## src/hdl/plob_pkg.sv

```systemverilog
// ----------------------------------------------------------------------------
// Price level order book package
// Shared sizes, codes, the stored slot record and small helper functions.
// ----------------------------------------------------------------------------
`default_nettype none

package plob_pkg;

  // Book and table geometry.
  localparam int NUM_PRICES  = 262144;
  localparam int TABLE_SLOTS = 131072;

  // Field widths of the items.
  localparam int ID_W     = 64;
  localparam int PRICE_W  = 18;
  localparam int QTY_W    = 31;
  localparam int STATUS_W = 2;
  localparam int LVL_W    = 48;

  // Derived address widths. A leaf word covers 64 prices, a middle word 64 leaves.
  localparam int SLOT_AW   = $clog2(TABLE_SLOTS);
  localparam int CNT_W     = SLOT_AW;
  localparam int HALF_LOAD = TABLE_SLOTS / 2;
  localparam int LEAF_IW   = PRICE_W - 6;
  localparam int MID_IW    = PRICE_W - 12;
  localparam int LVL_AW    = PRICE_W + 1;
  localparam int LEAF_AW   = LEAF_IW + 1;
  localparam int MID_AW    = MID_IW + 1;

  // The clearing pass covers the largest memory.
  localparam int CLR_N = ((2 ** LVL_AW) > TABLE_SLOTS) ? (2 ** LVL_AW) : TABLE_SLOTS;
  localparam int CLR_W = $clog2(CLR_N);

  // Hash finalizer multipliers.
  localparam logic [63:0] MIX_C1 = 64'hbf58476d1ce4e5b9;
  localparam logic [63:0] MIX_C2 = 64'h94d049bb133111eb;

  // Item codes.
  localparam logic MODE_ADD    = 1'b0;
  localparam logic MODE_CANCEL = 1'b1;
  localparam logic SIDE_BID    = 1'b0;
  localparam logic SIDE_ASK    = 1'b1;

  localparam logic [STATUS_W-1:0] ST_DONE      = 2'd0;
  localparam logic [STATUS_W-1:0] ST_REJECT    = 2'd1;
  localparam logic [STATUS_W-1:0] ST_NOT_FOUND = 2'd2;

  // One table slot apart from its id.
  typedef struct packed {
    logic               used;
    logic               side;
    logic [PRICE_W-1:0] price;
    logic [QTY_W-1:0]   qty;
  } slot_info_t;

  // Clamp a price to the top of the book.
  function automatic logic [PRICE_W-1:0] sat_price(input logic [PRICE_W-1:0] p);
    logic [PRICE_W:0] ext;
    ext = {1'b0, p};
    if (ext >= (PRICE_W + 1)'(NUM_PRICES)) begin
      return PRICE_W'(NUM_PRICES - 1);
    end
    return p;
  endfunction

  // Index of the highest set bit; zero for an empty word.
  function automatic logic [5:0] hi_bit(input logic [63:0] w);
    logic [5:0] n;
    n = 6'd0;
    for (int i = 0; i < 64; i++) begin
      if (w[i]) begin
        n = 6'(i);
      end
    end
    return n;
  endfunction

  // Index of the lowest set bit; 63 for an empty word.
  function automatic logic [5:0] lo_bit(input logic [63:0] w);
    logic [5:0] n;
    n = 6'd63;
    for (int i = 63; i >= 0; i--) begin
      if (w[i]) begin
        n = 6'(i);
      end
    end
    return n;
  endfunction

  // True when k lies in the ring interval (a, b].
  function automatic logic ring_between(input logic [SLOT_AW-1:0] a,
                                        input logic [SLOT_AW-1:0] k,
                                        input logic [SLOT_AW-1:0] b);
    if (a <= b) begin
      return (a < k) && (k <= b);
    end
    return (a < k) || (k <= b);
  endfunction

endpackage

`default_nettype wire

```

## src/hdl/plob_hash.sv

```systemverilog
// ----------------------------------------------------------------------------
// Order id hash unit
// Mixing finalizer of a 64-bit id folded to a table slot. Each 64-bit product
// is built from three 32x32 partial products on one shared multiplier.
// ----------------------------------------------------------------------------
`default_nettype none

module plob_hash (
  input  wire logic                         clk,
  input  wire logic                         rst_n,
  input  wire logic                         start,
  input  wire logic [63:0]                  key,
  output logic                              busy,
  output logic                              done,
  output logic [plob_pkg::SLOT_AW-1:0]      home
);
  import plob_pkg::*;

  typedef enum logic {H_IDLE, H_RUN} hstate_t;

  hstate_t            state_r;
  logic [1:0]         step_r;
  logic               round_r;
  logic               done_r;
  logic [63:0]        x_r;
  logic [63:0]        acc_r;
  logic [63:0]        prod_r;
  logic [SLOT_AW-1:0] home_r;

  logic [31:0] op_a;
  logic [31:0] op_b;
  logic [63:0] mul_c;
  logic [63:0] prod_nxt;
  logic [63:0] acc_nxt;
  logic [63:0] mixed;

  // Operand selection: low*low, high*low, low*high; the high*high term drops out.
  always_comb begin
    mul_c    = round_r ? MIX_C2 : MIX_C1;
    op_a     = (step_r == 2'd1) ? x_r[63:32] : x_r[31:0];
    op_b     = (step_r == 2'd2) ? mul_c[63:32] : mul_c[31:0];
    prod_nxt = op_a * op_b;
    case (step_r)
      2'd0:    acc_nxt = acc_r;
      2'd1:    acc_nxt = prod_r;
      default: acc_nxt = {acc_r[63:32] + prod_r[31:0], acc_r[31:0]};
    endcase
    mixed = round_r ? (acc_nxt ^ (acc_nxt >> 31)) : (acc_nxt ^ (acc_nxt >> 27));
  end

  // Sequencer: four steps per multiply, two multiplies per id.
  always_ff @(posedge clk) begin
    if (!rst_n) begin
      state_r <= H_IDLE;
      done_r  <= 1'b0;
    end else begin
      done_r <= 1'b0;
      unique case (state_r)
        H_IDLE: begin
          if (start) begin
            x_r     <= key ^ (key >> 30);
            step_r  <= 2'd0;
            round_r <= 1'b0;
            state_r <= H_RUN;
          end
        end
        H_RUN: begin
          prod_r <= prod_nxt;
          acc_r  <= acc_nxt;
          step_r <= step_r + 2'd1;
          if (step_r == 2'd3) begin
            if (!round_r) begin
              x_r     <= mixed;
              round_r <= 1'b1;
            end else begin
              home_r  <= mixed[SLOT_AW-1:0];
              done_r  <= 1'b1;
              state_r <= H_IDLE;
            end
          end
        end
        default: state_r <= H_IDLE;
      endcase
    end
  end

  assign busy = (state_r == H_RUN);
  assign done = done_r;
  assign home = home_r;

endmodule

`default_nettype wire

```

## config.mk

```make
export PLATFORM = sky130hd
export DESIGN_NAME = plob_hash
export DESIGN_NICKNAME = d
export VERILOG_FILES = /design/src/hdl/plob_pkg.sv /design/src/hdl/plob_hash.sv
export SDC_FILE = /design/constraint.sdc
export NUM_CORES = 2
export LEC_CHECK = 0
export ABC_AREA = 1
export BUFFER_PORTS_ARGS = -buffer_cell sky130_fd_sc_hd__buf_2
export CORE_ASPECT_RATIO = 0.75
export CORE_MARGIN = 2
export CORE_UTILIZATION = 60
export CTS_CLUSTER_DIAMETER = 50
export DETAILED_ROUTE_END_ITERATION = 8
export GPL_TIMING_DRIVEN = 0
export PLACE_DENSITY = 0.79
export SYNTH_ARGS = -nofsm -noshare
export SYNTH_HDL_FRONTEND = slang
export SYNTH_SLANG_ARGS = --single-unit
```

## constraint.sdc

```tcl
create_clock -name clk -period 13.05 [get_ports clk]
set_input_delay 2.61 -clock clk [delete_from_list [all_inputs] [get_ports clk]]
set_output_delay 2.61 -clock clk [all_outputs]
set_load 0.03 [all_outputs]
```

==> qor.yml <==
status: "finished, violations left"
violations: "max-capacitance violations, max-slew violations"
max_freq_ghz: 0.0917
synth_compound_area_share_pct: 5.46
cts_sinks: 214
num_rows: 84
dr.pass1.iters: 9
crit_fanout: 10
timing.final.max_slew_violations: 11
hold_path.class: "reg -> reg"
area_growth_pct: 5.66
rsz0062_at_grt: "no"
syn-cell-area_sq_um: 42600
syn_nets: 6163
finalCritPeriodShare_pct: 83.5
clk_latency_ns: 0.55
crit_required_ns: 13.29
maxCapViolCount: 1
via_per_inst: 5.87
cp-start-kind: "flop"
nNetsFinal: 6274
synth_flop_cell: "edfxtp_1"
synth_edf_count: 212
cp.arrival_ns: 11.14
hold_buffers: 0
cts_made_buffers: 20
cts_buffer_depth: 3
grt.total_usage_pct: 44.8
first_global_vias: 34200
synthAdderAreaFrac_pct: 48.8
synthArstFlopShare_pct: 0
slowest_delay_ns: 0.95
synth_top_family_by_area: "adder cells"
start_util_pct: 60.6
die_area_sq_um: 73100
final_layout_size_suffix_gt1_share_pct: 6.08
synth_xor_xnor_area_share_pct: 2.42
fillers: 6150
timing.final.crit_period_ns: 10.90
clock_skew_ns: 0.0306
wire_per_inst_um: 27.2
maxSlewHeadroom_pct: -3.13
worst_setup_path_end_kind: "flop"
crit_slowest_cell: "nor2_1"
synth-simple-area-share_pct: 15.4
crit_start: "step_r[0]"
r2r-start: "step_r[0]"
ctsRootBufferMaster: "clkbuf_16"
setup_tns_ns: 0
antenna_found_initial: 7
final_common_cell: "inv_1"
path_class: "reg -> reg"
path_common_cell: "fa_1"
cts_tree: "done"
grt_pass1_wl_mm: 233
port_buffers: 85
synth-seq-cells: 214
hold_viol: 0
synth_mux_area_share_pct: 0
syn_inst: 4907
gr-total-overflow: 0
totalWireLength_mm: 162
drtIter0Drc: 5047
setup_violations: 0
area.sequential_sq_um: 6410
core_region_area_sq_um: 70200
drc_errors: 0
dieWidth_um: 312
worstMarginPinSlew_ns: 1.55
ant_nets: 0
cts.reportedPaths.clkPinSlew_ns: 0.08
htreeDepth: 1
cts_setup_buffers: 0
grt_max_degree: 69
final_cell_mix: "inv_1 (1282), nand2_1 (837), fa_1 (784)"
synth_top_area_share_pct: 36.9
ys_types: 53
ys_seq_area_share_pct: 15.0
synth.avg_cell_area_sq_um: 8.68
hold_start: "busy"
globalplace.congestion: 1.09
ios: 86
dpl.hpwl_mm: 140
synth_top_area_cell: "fa_1"
multi_input_area_sq_um: 30700
synth_area_leaders: "fa_1 (37%), edfxtp_1 (15%), ha_1 (12%), inv_1 (11%), nand2_1 (7.4%)"
via_count: 35100
cts_resized: 0
ys_warn_count: 0
fp.dieH_um: 235
## stage by stage
stage / hold slack [ns] / cell area, sq um / std cells / worst slack, ns / util [%]
after floorplan: 0.527 / 42600 / 4907 / 5.29 / -
after global placement: 0.544 / 44200 / 5938 / 2.60 / 62.9
after detailed placement: 0.555 / 44300 / 5942 / 2.60 / 63.1
after CTS: 0.560 / 45000 / 5977 / 2.59 / 64.1
after global routing: 0.572 / 45000 / 5978 / 1.85 / 64.1
final: 0.568 / 45000 / 5982 / 2.15 / 64.1
## layout make-up
type | instances | share of cell area (%)
multi-input cells | 3254 | 68.2
flip-flops and latches | 214 | 14.2
inverters | 1313 | 11.0
well taps | 946 | 2.63
plain buffers | 126 | 1.29
repair buffers | 89 | 1.12
clock buffers | 20 | 1.11
clock inverters | 15 | 0.420
diodes | 5 | 0.0278
## registers in the layout, summed over array words and instances (netlist names)
signal / count
x_r: 64
home: 17
round_r: 1
done: 1
acc_r: 64
step_r: 2
prod_r: 64
busy: 1
## worst max-delay path, delay by kind of cell (launching register included)
kind	cells	cell delay [ns]
buffers and inverters	8	1.74
AOI/OAI and AO/OA	5	0.87
adders and majority gates	10	4.99
DFF	1	0.47
xor gates and xnor gates	1	0.64
and+or+nand+nor	4	1.85
## cell families (layout without fill, tap and decap cells)
logic type | Yosys count | in the layout
buffers and inverters | 1439 | 1563
adder cells (fa/ha/maj) | 1189 | 1189
flip-flops | 214 | 214
AO/OA/AOI/OAI | 380 | 380
XOR/XNOR | 117 | 117
AND/OR/NAND/NOR | 1568 | 1568
other | 0 | 5
## worst paths after layout
kind | cells after the start | end | slack, ns
worst max register to register | 28 | prod_r[39] | 2.15
worst min-delay path | 0 | round_r | 0.57
worst min register to register | 0 | round_r | 0.57
worst max-delay path | 28 | prod_r[39] | 2.15
## cells in the mapped netlist (23+ instances only)
master    number
clkbuf_1      60
o21ai_0      113
xnor2_1       29
a22o_1        32
inv_1       1283
nor2_1       430
o21ai_1       25
ha_1         405
buf_2         47
a21oi_1      103
fa_1         784
xor2_1        87
nand2_1      837
edfxtp_1     212
o21ai_2       23
inv_2         28
nand3_1      166
## routing by layer
metal | vias to the layer above | track usage [%] | share of wire, %
met5 | - | 0 | 0.025
met3 | 350 | 21.1 | 18
met2 | 2632 | 57.8 | 38
met1 | 17200 | 66.5 | 40
li1 | 15000 | - | -
met4 | 6 | 13.1 | 3.6
Power is left out: the tool's default activity adds up to more than one toggle a clock period on the data nets, which glitch-free logic cannot reach.
